**config.mk**
```make
export PLATFORM = sky130hd
export DESIGN_NAME = natural_log_series_unit_flat
export DESIGN_NICKNAME = d
export VERILOG_FILES = /design/src/hw/rtl/nls_pkg.sv /design/src/hw/rtl/nls_stream_if.sv /design/src/hw/rtl/nls_divider.sv /design/src/hw/rtl/natural_log_series_unit.sv /design/src/flat_wrapper.sv
export SDC_FILE = /design/constraint.sdc
export NUM_CORES = 2
export LEC_CHECK = 0
export ABC_AREA = 1
export ABC_CLOCK_PERIOD_IN_PS = 24800
export BUFFER_PORTS_ARGS = -buffer_cell sky130_fd_sc_hd__buf_2
export CORE_MARGIN = 10
export CORE_UTILIZATION = 40
export CTS_CLUSTER_DIAMETER = 60
export DETAILED_ROUTE_END_ITERATION = 8
export HOLD_SLACK_MARGIN = 0.08
export PLACE_DENSITY = 0.65
export SETUP_SLACK_MARGIN = 0.5
export SYNTH_ARGS = -nofsm -noshare
export SYNTH_HDL_FRONTEND = slang
export SYNTH_SLANG_ARGS = --single-unit
```
**constraint.sdc**
```tcl
create_clock -name clk -period 24.8 [get_ports clk]
set_input_delay 2.48 -clock clk [delete_from_list [all_inputs] [get_ports clk]]
set_output_delay 2.48 -clock clk [all_outputs]
set_load 0.01 [all_outputs]
```
**src/hw/rtl/nls_pkg.sv**
```systemverilog
package nls_pkg;

	localparam int unsigned XW = 32;

	typedef enum logic [1:0] {
		ACT_LN    = 2'd0,
		ACT_LOG2  = 2'd1,
		ACT_LOG10 = 2'd2,
		ACT_BASE  = 2'd3
	} action_t;

	typedef enum logic [1:0] {
		ST_OK      = 2'd0,
		ST_BAD_ARG = 2'd1,
		ST_BAD_BASE = 2'd2,
		ST_SAT     = 2'd3
	} status_t;

	localparam logic [63:0] LN2_Q30  = 64'd744261118;
	localparam logic [63:0] LN10_Q30 = 64'd2472381918;
	localparam logic [63:0] Q30_ONE  = 64'd1 << 30;

	typedef enum logic [3:0] {
		S_IDLE,
		S_RED_HI,
		S_RED_LO,
		S_WDIV,
		S_TERM,
		S_MUL,
		S_LNDONE,
		S_FDIV,
		S_OUT
	} state_t;

	typedef struct packed {
		logic        start;
		logic [63:0] num;
		logic [63:0] den;
	} div_req_t;

	typedef struct packed {
		logic        busy;
		logic        done;
		logic [63:0] quo;
	} div_rsp_t;

endpackage

```
**src/hw/rtl/nls_stream_if.sv**
```systemverilog
interface nls_stream_if #(
	parameter int unsigned W = 32
);
	logic         valid;
	logic         ready;
	logic [W-1:0] data;

	modport source (output valid, output data, input ready);
	modport sink (input valid, input data, output ready);
endinterface

```
**src/hw/rtl/nls_divider.sv**
```systemverilog
module nls_divider (
	input  logic              clk,
	input  logic              arst_n,
	input  nls_pkg::div_req_t req,
	output nls_pkg::div_rsp_t rsp
);

	logic [63:0] rem_q, quo_q, den_q;
	logic [6:0]  cnt_q;
	logic        busy_q, done_q;
	logic [64:0] trial;

	// restoring division, one quotient bit per cycle
	assign trial = {rem_q, quo_q[63]} - {1'b0, den_q};

	always_ff @(posedge clk or negedge arst_n) begin
		if (!arst_n) begin
			busy_q <= 1'b0;
			done_q <= 1'b0;
			cnt_q  <= '0;
		end else begin
			done_q <= 1'b0;
			if (req.start) begin
				busy_q <= 1'b1;
				cnt_q  <= 7'd64;
			end else if (busy_q) begin
				cnt_q <= cnt_q - 7'd1;
				if (cnt_q == 7'd1) begin
					busy_q <= 1'b0;
					done_q <= 1'b1;
				end
			end
		end
	end

	always_ff @(posedge clk) begin
		if (req.start) begin
			rem_q <= '0;
			quo_q <= req.num;
			den_q <= req.den;
		end else if (busy_q) begin
			if (!trial[64]) begin
				rem_q <= trial[63:0];
				quo_q <= {quo_q[62:0], 1'b1};
			end else begin
				rem_q <= {rem_q[62:0], quo_q[63]};
				quo_q <= {quo_q[62:0], 1'b0};
			end
		end
	end

	assign rsp.busy = busy_q;
	assign rsp.done = done_q;
	assign rsp.quo  = quo_q;

endmodule

```
**src/hw/rtl/natural_log_series_unit.sv**
```systemverilog
// Logarithm unit: natural log, log2, log10 or log to a given base of an unsigned
// fixed-point argument, one item at a time. An item evaluates one logarithm for ln x,
// or two when a base is given, then a final division, before the result beat. The
// time is set by the shift loop of range reduction (one step a cycle), the bit-serial
// divider shared by w=(m-1)/(m+1) and the final quotient, and one Horner step per
// cycle for each of the TERMS series terms. ready is high only while the unit is idle
// and no result is held; a zero argument returns at once with status 1.
module natural_log_series_unit #(
	parameter int unsigned TERMS     = 64,
	parameter int unsigned FRAC_BITS = 16
) (
	input  logic clk,
	input  logic arst_n,
	nls_stream_if.sink   in_ch,
	nls_stream_if.source out_ch
);

	localparam int unsigned NW = $clog2(TERMS + 1);
	localparam logic [63:0] ONE_W = 64'd1 << (FRAC_BITS + 32);
	localparam logic [63:0] THR_W = ONE_W << 3;
	localparam logic [63:0] Q30_ONE_L = nls_pkg::Q30_ONE;

	nls_pkg::state_t state_q, state_d;

	logic [1:0]  act_q;
	logic [31:0] base_q;
	logic        second_q;
	logic [63:0] wide_q, acc_q;
	logic [31:0] w_q;
	// k_q carries k*ln2 in Q.30, stepped by ln2 during range reduction
	logic signed [63:0] k_q, num_q, den_q;
	logic [NW-1:0] n_q;
	logic [31:0] res_q;
	logic [1:0]  stat_q;
	logic        neg_q;

	nls_pkg::div_req_t dreq;
	nls_pkg::div_rsp_t drsp;

	nls_divider u_div (.clk(clk), .arst_n(arst_n), .req(dreq), .rsp(drsp));

	logic [63:0] m_v, recip_v, prod_lo;
	logic [33:0] mac_v;
	logic [65:0] prod;
	logic signed [63:0] ln_v, den_sel;
	logic [63:0] nm_v, dmag_v;
	logic [63:0] q_sat;
	logic [63:0] lim_v;

	assign m_v = wide_q >> (FRAC_BITS + 2);
	// odd reciprocal, constant divisor per term picked from a small range
	always_comb begin
		recip_v = '0;
		for (int i = 1; i <= TERMS; i += 2)
			if (n_q == NW'(i))
				recip_v = (Q30_ONE_L + 64'(i / 2)) / 64'(i);
	end

	// partial sums stay below 2^32, so a 34 by 32 product is enough
	assign mac_v   = acc_q[33:0] + (n_q[0] ? recip_v[33:0] : 34'd0);
	assign prod    = 66'(mac_v) * 66'(w_q);
	assign prod_lo = 64'(prod[65:30]);
	assign ln_v    = $signed(acc_q << 1) + k_q;

	always_comb begin
		case (act_q)
			nls_pkg::ACT_LN:   den_sel = $signed(Q30_ONE_L);
			nls_pkg::ACT_LOG2: den_sel = $signed(nls_pkg::LN2_Q30);
			nls_pkg::ACT_LOG10: den_sel = $signed(nls_pkg::LN10_Q30);
			default:           den_sel = den_q;
		endcase
	end
	assign nm_v   = num_q[63] ? 64'(-num_q) : 64'(num_q);
	assign dmag_v = den_sel[63] ? 64'(-den_sel) : 64'(den_sel);
	assign lim_v  = neg_q ? 64'h8000_0000 : 64'h7FFF_FFFF;
	assign q_sat  = (drsp.quo > lim_v) ? lim_v : drsp.quo;

	always_comb begin
		state_d   = state_q;
		dreq.start = 1'b0;
		dreq.num  = '0;
		dreq.den  = '0;
		case (state_q)
			nls_pkg::S_IDLE: ;
			nls_pkg::S_RED_HI: if (!(wide_q > THR_W)) state_d = nls_pkg::S_RED_LO;
			nls_pkg::S_RED_LO: if (!(wide_q < ONE_W)) begin
				state_d    = nls_pkg::S_WDIV;
				dreq.start = 1'b1;
				dreq.num   = (m_v - Q30_ONE_L) << 30;
				dreq.den   = m_v + Q30_ONE_L;
			end
			nls_pkg::S_WDIV: if (drsp.done) state_d = nls_pkg::S_TERM;
			nls_pkg::S_TERM: state_d = (n_q == '0) ? nls_pkg::S_LNDONE : nls_pkg::S_TERM;
			nls_pkg::S_LNDONE: ;
			nls_pkg::S_FDIV: if (drsp.done) state_d = nls_pkg::S_OUT;
			nls_pkg::S_OUT: if (out_ch.ready) state_d = nls_pkg::S_IDLE;
			default: state_d = nls_pkg::S_IDLE;
		endcase
		if (state_q == nls_pkg::S_LNDONE) begin
			if (act_q == nls_pkg::ACT_BASE && !second_q) begin
				state_d = (base_q == '0) ? nls_pkg::S_OUT : nls_pkg::S_RED_HI;
			end else if (act_q == nls_pkg::ACT_BASE && ln_v == 0) begin
				state_d = nls_pkg::S_OUT;
			end else begin
				state_d    = nls_pkg::S_FDIV;
				dreq.start = 1'b1;
				dreq.num   = ((second_q ? nm_v : (ln_v[63] ? 64'(-ln_v) : 64'(ln_v)))
				             << FRAC_BITS)
				             + ((act_q == nls_pkg::ACT_BASE ?
				                 (ln_v[63] ? 64'(-ln_v) : 64'(ln_v)) : dmag_v) >> 1);
				dreq.den   = act_q == nls_pkg::ACT_BASE ?
				             (ln_v[63] ? 64'(-ln_v) : 64'(ln_v)) : dmag_v;
			end
		end
		if (state_q == nls_pkg::S_IDLE && in_ch.valid)
			state_d = (in_ch.data[31:0] == '0) ? nls_pkg::S_OUT : nls_pkg::S_RED_HI;
	end

	always_ff @(posedge clk or negedge arst_n) begin
		if (!arst_n) state_q <= nls_pkg::S_IDLE;
		else         state_q <= state_d;
	end

	always_ff @(posedge clk) begin
		case (state_q)
			nls_pkg::S_IDLE: if (in_ch.valid) begin
				act_q    <= in_ch.data[65:64];
				base_q   <= in_ch.data[63:32];
				wide_q   <= {in_ch.data[31:0], 32'd0};
				k_q      <= '0;
				second_q <= 1'b0;
				res_q    <= '0;
				stat_q   <= (in_ch.data[31:0] == '0) ? nls_pkg::ST_BAD_ARG : nls_pkg::ST_OK;
			end
			nls_pkg::S_RED_HI: if (wide_q > THR_W) begin
				wide_q <= wide_q >> 1;
				k_q    <= k_q + $signed(nls_pkg::LN2_Q30);
			end
			nls_pkg::S_RED_LO: if (wide_q < ONE_W) begin
				wide_q <= wide_q << 1;
				k_q    <= k_q - $signed(nls_pkg::LN2_Q30);
			end
			nls_pkg::S_WDIV: if (drsp.done) begin
				w_q   <= drsp.quo[31:0];
				acc_q <= '0;
				n_q   <= NW'(TERMS);
			end
			nls_pkg::S_TERM: if (n_q != '0) begin
				acc_q <= prod_lo;
				n_q   <= n_q - NW'(1);
			end
			nls_pkg::S_LNDONE: begin
				if (act_q == nls_pkg::ACT_BASE && !second_q) begin
					num_q    <= ln_v;
					second_q <= 1'b1;
					wide_q   <= {base_q, 32'd0};
					k_q      <= '0;
					if (base_q == '0) stat_q <= nls_pkg::ST_BAD_BASE;
				end else if (act_q == nls_pkg::ACT_BASE) begin
					den_q <= ln_v;
					neg_q <= num_q[63] != ln_v[63];
					if (ln_v == 0) stat_q <= nls_pkg::ST_BAD_BASE;
				end else begin
					num_q <= ln_v;
					neg_q <= ln_v[63] != den_sel[63];
				end
			end
			nls_pkg::S_FDIV: if (drsp.done) begin
				res_q  <= neg_q ? 32'(-q_sat) : q_sat[31:0];
				stat_q <= (drsp.quo > lim_v) ? nls_pkg::ST_SAT : nls_pkg::ST_OK;
			end
			default: ;
		endcase
	end

	assign in_ch.ready  = state_q == nls_pkg::S_IDLE;
	assign out_ch.valid = state_q == nls_pkg::S_OUT;
	assign out_ch.data  = {stat_q, res_q};

	a_ready_idle: assert property (@(posedge clk) disable iff (!arst_n)
		in_ch.ready |-> !out_ch.valid) else $error("ready while result held");
	a_hold: assert property (@(posedge clk) disable iff (!arst_n)
		out_ch.valid && !out_ch.ready |=> $stable(out_ch.data))
		else $error("result changed while stalled");
	a_err_zero: assert property (@(posedge clk) disable iff (!arst_n)
		out_ch.valid && (out_ch.data[33:32] == nls_pkg::ST_BAD_ARG ||
		out_ch.data[33:32] == nls_pkg::ST_BAD_BASE) |-> out_ch.data[31:0] == '0)
		else $error("nonzero result on error");
	a_div_idle: assert property (@(posedge clk) disable iff (!arst_n)
		dreq.start |-> !drsp.busy) else $error("divider restarted while busy");

endmodule

```
**src/flat_wrapper.sv**
```systemverilog
// flat-port wrapper written by rule: the top's interface ports become plain ports
module natural_log_series_unit_flat 
#(
	parameter int unsigned TERMS     = 64,
	parameter int unsigned FRAC_BITS = 16
)
  (clk, arst_n, in_ch_valid, in_ch_data, in_ch_ready, out_ch_valid, out_ch_data, out_ch_ready);
  nls_stream_if #(.W((2 + 2 * nls_pkg::XW))) in_ch_i ();
  nls_stream_if #(.W((nls_pkg::XW + 2))) out_ch_i ();
  input  logic clk;
  input  logic arst_n;
  input wire logic [$bits(in_ch_i.valid)-1:0] in_ch_valid;
  input wire logic [$bits(in_ch_i.data)-1:0] in_ch_data;
  output wire logic [$bits(in_ch_i.ready)-1:0] in_ch_ready;
  output wire logic [$bits(out_ch_i.valid)-1:0] out_ch_valid;
  output wire logic [$bits(out_ch_i.data)-1:0] out_ch_data;
  input wire logic [$bits(out_ch_i.ready)-1:0] out_ch_ready;
  assign in_ch_i.valid = in_ch_valid;
  assign in_ch_i.data = in_ch_data;
  assign in_ch_ready = in_ch_i.ready;
  assign out_ch_valid = out_ch_i.valid;
  assign out_ch_data = out_ch_i.data;
  assign out_ch_i.ready = out_ch_ready;
  natural_log_series_unit #(.TERMS(TERMS), .FRAC_BITS(FRAC_BITS)) u_core (.clk(clk), .arst_n(arst_n), .in_ch(in_ch_i), .out_ch(out_ch_i));
endmodule
```
### Yosys cells after proc, flatten, opt, wreduce, memory -nomap -nowiden

Cells that the tools add are included.

| storage, ports and cells | value |
|---|---|
| bits in registers | 633 |
| input port bits | 70 |

| operators by class | value |
|---|---|
| add/subtract/negate cells | 14 |
| $mul | 1 |
| magnitude comparators | 3 |
| eq/ne operators | 62 |
| mux-type cells | 106 |
| bitwise logic cells | 1 |
| reductions and logical operators | 28 |

Operator list:

| operator | number |
|---|---|
| 34-bit 2-to-1 mux | 31 |
| 64-bit 2-to-1 mux | 16 |
| 129-bit 2-to-1 mux | 5 |
| 64-bit case mux with 4 select lines | 2 |
| 64-bit case mux with 3 select lines | 1 |
| 32-bit 2-to-1 mux | 5 |
| 64-bit negation | 2 |
| 63-bit 2-to-1 mux | 2 |
| 63-bit case mux with 2 select lines | 1 |
| 7-bit by 6-bit == test with 1-bit output, second input constant | 16 |
| 48-bit 2-to-1 mux | 2 |
| 34-bit by 32-bit multiplier with 66-bit output | 1 |
| 65-bit by 64-bit subtractor with 65-bit output | 1 |
| 64-bit by 31-bit adder with 64-bit output, second input constant | 1 |
| 64-bit by 63-bit adder with 64-bit output | 1 |
| 64-bit adder | 1 |
| 64-bit by 32-bit > comparator with 1-bit output | 1 |
| 64-bit by 52-bit > comparator with 1-bit output, second input constant | 1 |
| 32-bit logical NOT | 2 |
| 64-bit logical NOT | 1 |
| 64-bit by 49-bit less-than comparator with 1-bit output, second input constant | 1 |
| 32-bit case mux with 2 select lines | 1 |
| 64-bit by 31-bit subtractor with 64-bit output, second input constant | 1 |
| 31-bit 2-to-1 mux | 2 |
| other kinds (46) | 117 |

### Depth between registers and ports, before layout

| depth | value |
|---|---|
| depth after elaboration | 38 |
| depth in mapped cells | 67 |
| depth with buffers taken out | 66 |

### By module

A second synthesis with hierarchy kept.

| unflattened totals | value |
|---|---|
| cells, all modules | 11438 |
| area total of the unflattened synthesis | 82158.8 um2 |

By module, submodules not included:

| module | instances | cells an instance | area an instance (um2) | sequential area each (um2) |
|---|---|---|---|---|
| natural_log_series_unit | 1 | 9155 | 67578.6 | 9889.5 |
| nls_divider | 1 | 2283 | 14580.2 | 5350.1 |

### Worst setup path before layout

Ideal clock, no wire load.

| timing | value |
|---|---|
| path type | input to register |
| from | input port in_ch_valid |
| to | register u_core.k_q[10] (enable) |
| setup time | 801 ps |
| arrival | 12835 ps |
| required time | 23999 ps |
| setup slack | 11165 ps |
| stages on the path | 4 |
| buffers on the path | 0 |
| cell sequence | nand2_1 -> inv_1 -> o21ai_0 -> a211oi_1 |

| on the way | value |
|---|---|
| cells in the longest elaborated chain, start to end | 2 |

Ends and longest elaborated chain:

| what | line | text |
|---|---|---|
| start: declaration | flat_wrapper.sv:12 | `input wire logic [$bits(in_ch_i.valid)-1:0] in_ch_valid;` |
| 2-bit inequality test (no line) | -- |  |
| 5-bit AND reduction (no line) | -- |  |
| end signal: assignment | natural_log_series_unit.sv:137 | `k_q <= k_q + $signed(nls_pkg::LN2_Q30);` |
| end signal: assignment | natural_log_series_unit.sv:141 | `k_q <= k_q - $signed(nls_pkg::LN2_Q30);` |
| end: declaration | natural_log_series_unit.sv:31 | `logic signed [63:0] k_q, num_q, den_q;` |

No other way between the ends.
A chain may end at the register's enable or synchronous reset.

### Worst setup path after layout

| timing | value |
|---|---|
| from | register u_core.n_q[0] |
| to | register u_core.acc_q[30], data pin |

| on the way | value |
|---|---|
| cells in the longest elaborated chain, start to end | 38 |
| elaborated cells on any way between the ends | 69 |
| those cells by class | add/sub (1); mul (1); eq/ne (32); mux (35) |

Ends and longest elaborated chain:

| what | line | text |
|---|---|---|
| start: declaration | natural_log_series_unit.sv:32 | `logic [NW-1:0] n_q;` |
| start signal: assignment | natural_log_series_unit.sv:146 | `n_q <= NW'(TERMS);` |
| start signal: assignment | natural_log_series_unit.sv:150 | `n_q <= n_q - NW'(1);` |
| 7-bit by 1-bit == test with 1-bit output | natural_log_series_unit.sv:55 | `if (n_q == NW'(i))` |
| 31-bit 2-to-1 mux (2 in series) | natural_log_series_unit.sv:55 |  |
| 34-bit 2-to-1 mux (30 in series) | natural_log_series_unit.sv:55 |  |
| 34-bit 2-to-1 mux * | natural_log_series_unit.sv:60 | `assign mac_v = acc_q[33:0] + (n_q[0] ? recip_v[33:0] : 34'd0);` |
| 34-bit adder * | natural_log_series_unit.sv:60 |  |
| 34-bit by 32-bit multiplier with 66-bit output * | natural_log_series_unit.sv:61 | `assign prod = 66'(mac_v) * 66'(w_q);` |
| 63-bit 2-to-1 mux * | natural_log_series_unit.sv:148 | `nls_pkg::S_TERM: if (n_q != '0) begin` |
| 63-bit case mux with 2 select lines * | natural_log_series_unit.sv:125 | `case (state_q)` |
| end signal: assignment | natural_log_series_unit.sv:149 | `acc_q <= prod_lo;` |
| end: declaration | natural_log_series_unit.sv:28 | `logic [63:0] wide_q, acc_q;` |

Mark *: on every way between the ends. The rest lies on a longest branch, timed or not. The select of a mux whose other input is x is not followed.

==> impl_metrics.sql <==
INSERT INTO impl_metrics (metric_group, metric, value, unit) VALUES
('timing', 'timing.final.setup_violations', '0', ''),
('cts', 'ctsRootBufferMaster', 'sky130_fd_sc_hd__clkbuf_16', ''),
('timing', 'hold_viol', '0', ''),
('synthesis', 'async_flop_share', '2.48', '%'),
('synthesis', 'synth_fp_nets', '12200', ''),
('timing', 'final.period_utilization', '54.1', '%'),
('cts', 'clk_latency', '0.71', 'ns'),
('finish', 'post_route_cells_drive_above_1_share', '4.76', '%'),
('worst_setup_path', 'buffering_stage_count_on_the_worst_path_with_inverters_included', '11', ''),
('cts', 'cts.repair.resized', '0', ''),
('synthesis', 'avgSynthCellArea', '7.45', 'um^2'),
('finish', 'area_of_combinational_cells_with_multiple_inputs', '54900', 'um^2'),
('placed_design', 'port_buffers', '105', ''),
('synthesis', 'yosysUniqueCellTypes', '69', ''),
('placed_design', 'hpwl', '246000', 'um'),
('die', 'fp.dieH', '465', 'um'),
('placed_design', 'place.gp.congestion', '1.04', ''),
('finish', 'syn2layout_area_growth', '7.32', '%'),
('synthesis', 'yosys.cell_count.top_type', 'sky130_fd_sc_hd__nand2_1', ''),
('finish', 'net_count_reported_at_finish', '12200', ''),
('worst_setup_path', 'critical_path.startpoint', 'u_core.n_q[0]', ''),
('routing', '1st_iter_drt_viols', '8558', ''),
('worst_setup_path', 'critical_path.endpoint_type', 'flip-flop', ''),
('timing', 'worst_pin_slew', '1.40', 'ns'),
('die', 'start_util', '40.2', '%'),
('synthesis', 'synthTopCellsByCount', '2,134 x sky130_fd_sc_hd__nand2_1, 2,049 x sky130_fd_sc_hd__inv_1, 1,375 x sky130_fd_sc_hd__nor2_1', ''),
('worst_setup_path', 'critical_path_cell_count', '59', ''),
('timing', 'finalCriticalPeriod', '13.41', 'ns'),
('timing', 'timing.setup.tns', '0', 'ns'),
('die', 'die-area', '216000', 'um^2'),
('outcome', 'status', 'completed', ''),
('timing', 'max-slew-margin-rel', '5.83', '%'),
('worst_setup_path', 'timing.reg2reg.setup_slack', '11.39', 'ns'),
('timing', 'grt_setup_unrepaired', 'false', ''),
('worst_setup_path', 'crit_path_end', 'u_core.acc_q[30]', ''),
('worst_setup_path', 'timing.critical_path.from_type', 'flip-flop', ''),
('worst_setup_path', 'regToRegStartpoint', 'u_core.n_q[0]', ''),
('timing', 'max_freq', '74.6', 'MHz'),
('global_routing', 'first_pass_grt_wire_length', '457000', 'um'),
('synthesis', 'syn_inst', '10600', ''),
('worst_setup_path', 'worstPathRequired', '25.32', 'ns'),
('routing', 'drt_pass1_iterations', '9', ''),
('die', 'core-area', '197000', 'um^2'),
('cts', 'clock-sinks', '525', ''),
('die', 'die_width', '465', 'um'),
('timing', 'report.final.slew_viol_count', '0', ''),
('routing', 'post-route-drc-count', '0', ''),
('routing', 'average_routed_wire_per_standard_cell', '22.8', 'um'),
('synthesis', 'dominantRegCellSynth', 'sky130_fd_sc_hd__edfxtp_1', ''),
('worst_hold_path', 'worstHoldPathType', 'reg2reg', ''),
('timing', 'timing.clock.skew', '0.0459', 'ns'),
('die', 'placementRows', '163', ''),
('global_routing', 'largest_net_degree_at_the_start_of_global_routing', '76', ''),
('synthesis', 'postSynthRegisterBits', '525', ''),
('global_routing', 'grt_usage', '27.4', '%'),
('finish', 'final-seq-area', '15100', 'um^2'),
('routing', 'ant_nets', '0', ''),
('cts', 'cts.reportedPaths.clkPinSlew', '0.05', 'ns'),
('cts', 'h-tree-depth', '3', ''),
('worst_setup_path', 'critical_path.most_common_cell', 'sky130_fd_sc_hd__nand2_1', ''),
('finish', 'layout_filler_cell_count', '20100', ''),
('synthesis', 'synth_largest_type_area_fraction', '24.3', '%'),
('run', 'timing.max_cap.violations', '0', ''),
('routing', 'drt-total-wl', '303000', 'um'),
('cts', 'tritoncts', 'yes', ''),
('cts', 'cts.path.max_buffers', '3', ''),
('synthesis', 'synth-edff-count', '448', ''),
('cts', 'postCtsSetupBuffers', '0', ''),
('worst_setup_path', 'criticalPathCategory', 'reg2reg', ''),
('global_routing', 'grt_pass1_vias', '73200', ''),
('routing', 'dr_total_vias', '74000', '');
per-stage QoR:
step,cells,area (um^2),setup slack (ns),utilization (%),hold WS [ns]
6_report,13300,84900,11.39,43.1,0.486
3_5_place_dp,13200,82600,11.70,41.9,0.478
3_3_place_gp,13200,82600,11.77,41.9,0.473
4_1_cts,13300,84900,11.66,43.1,0.486
5_1_grt,13300,84900,10.40,43.1,0.507
2_1_floorplan,10600,79100,11.16,-,0.457
cell usage in the layout (no fill, tap or decap), types with 22 or more instances in the layout:
cell                        Yosys  final
sky130_fd_sc_hd__a31oi_1       99     99
sky130_fd_sc_hd__o22ai_1       47     47
sky130_fd_sc_hd__nor2_1      1375   1370
sky130_fd_sc_hd__inv_1       2049   2048
sky130_fd_sc_hd__a21oi_1      653    652
sky130_fd_sc_hd__clkbuf_16      0     75
sky130_fd_sc_hd__xnor2_1       84     84
sky130_fd_sc_hd__o21ai_0      501    498
sky130_fd_sc_hd__fa_1         960    960
sky130_fd_sc_hd__or2_2         44     44
sky130_fd_sc_hd__clkinv_1      25     39
sky130_fd_sc_hd__a21oi_2       23     23
sky130_fd_sc_hd__nor4_1        66     65
sky130_fd_sc_hd__inv_2         23     25
sky130_fd_sc_hd__buf_4          3    120
sky130_fd_sc_hd__dfxtp_1       64     64
sky130_fd_sc_hd__o21a_1        30     30
sky130_fd_sc_hd__nor3_1       113    112
sky130_fd_sc_hd__a21o_1        22     22
sky130_fd_sc_hd__nand4_1      104    104
sky130_fd_sc_hd__nor2_2        20     23
sky130_fd_sc_hd__edfxtp_1     448    448
sky130_fd_sc_hd__nand3_1      434    434
sky130_fd_sc_hd__nand2_2       24     26
sky130_fd_sc_hd__ha_1         547    546
sky130_fd_sc_hd__nand2_1     2134   2132
sky130_fd_sc_hd__o211ai_1      75     75
sky130_fd_sc_hd__xor2_1       122    122
sky130_fd_sc_hd__buf_2         29    105
how the worst min path moves through the flow:
| stage | from | end | slack, ns | depth (start not counted) |
|---|---|---|---|---|
| finish | u_core.u_div.rem_q[56] | u_core.u_div.rem_q[56] | 0.49 | 2 |
| global route | u_core.u_div.rem_q[52] | u_core.u_div.rem_q[52] | 0.51 | 2 |
| CTS | u_core.u_div.rem_q[46] | u_core.u_div.rem_q[46] | 0.49 | 2 |
| detailed placement | u_core.u_div.rem_q[56] | u_core.u_div.rem_q[56] | 0.48 | 2 |
| global placement | u_core.u_div.rem_q[63] | u_core.u_div.rem_q[63] | 0.47 | 2 |
| floorplan | u_core.u_div.rem_q[61] | u_core.u_div.rem_q[61] | 0.46 | 2 |
final cells by class:
type | count | share of cell area (%)
Inverter | 2098 | 9.28
Clock inverter | 42 | 0.445
Sequential cell | 525 | 17.7
Timing Repair Buffer | 225 | 1.68
Multi-Input combinational cell | 7667 | 64.7
Tap cell | 2640 | 3.89
Clock buffer | 94 | 2.31
Antenna cell | 4 | 0.0118
registers in the layout, indices dropped and copies added, names as in the netlist:
| signal | flops |
|---|---|
| u_core.stat_q | 2 |
| u_core.u_div.cnt_q | 7 |
| u_core.num_q | 48 |
| u_core.u_div.busy_q | 1 |
| u_core.res_q | 32 |
| u_core.neg_q | 1 |
| u_core.u_div.den_q | 64 |
| u_core.u_div.quo_q | 64 |
| u_core.act_q | 2 |
| u_core.k_q | 63 |
| u_core.w_q | 32 |
| u_core.state_q | 4 |
| u_core.u_div.done_q | 1 |
| u_core.acc_q | 36 |
| u_core.base_q | 32 |
| u_core.n_q | 7 |
| u_core.wide_q | 64 |
| u_core.second_q | 1 |
| u_core.u_div.rem_q | 64 |
per-layer routing:
metal	vias to the layer above	global-route usage, %	routed length, um
met4	12	9.86	13400
li1	33600	-	-
met1	35900	38.1	129000
met3	653	8.06	35200
met2	3911	40.1	126000
met5	-	0	82
worst min-delay path: cells and delay by family (launching register included):
kind | cells | cell delay, ns
compound gates | 1 | 0.06
flops | 1 | 0.32
simple gates | 1 | 0.06
kinds of logic after synthesis:
family	Yosys count	synth area share, %
compound gates	1577	11.2
buf+inv	2435	11.7
simple gates	4374	22.8
flops	525	19.0
fa+ha+maj	1507	32.9
xor+xnor	209	2.34
Power is left out: the tool's default activity adds up to more than one toggle a clock period on the data nets, which glitch-free logic cannot reach.
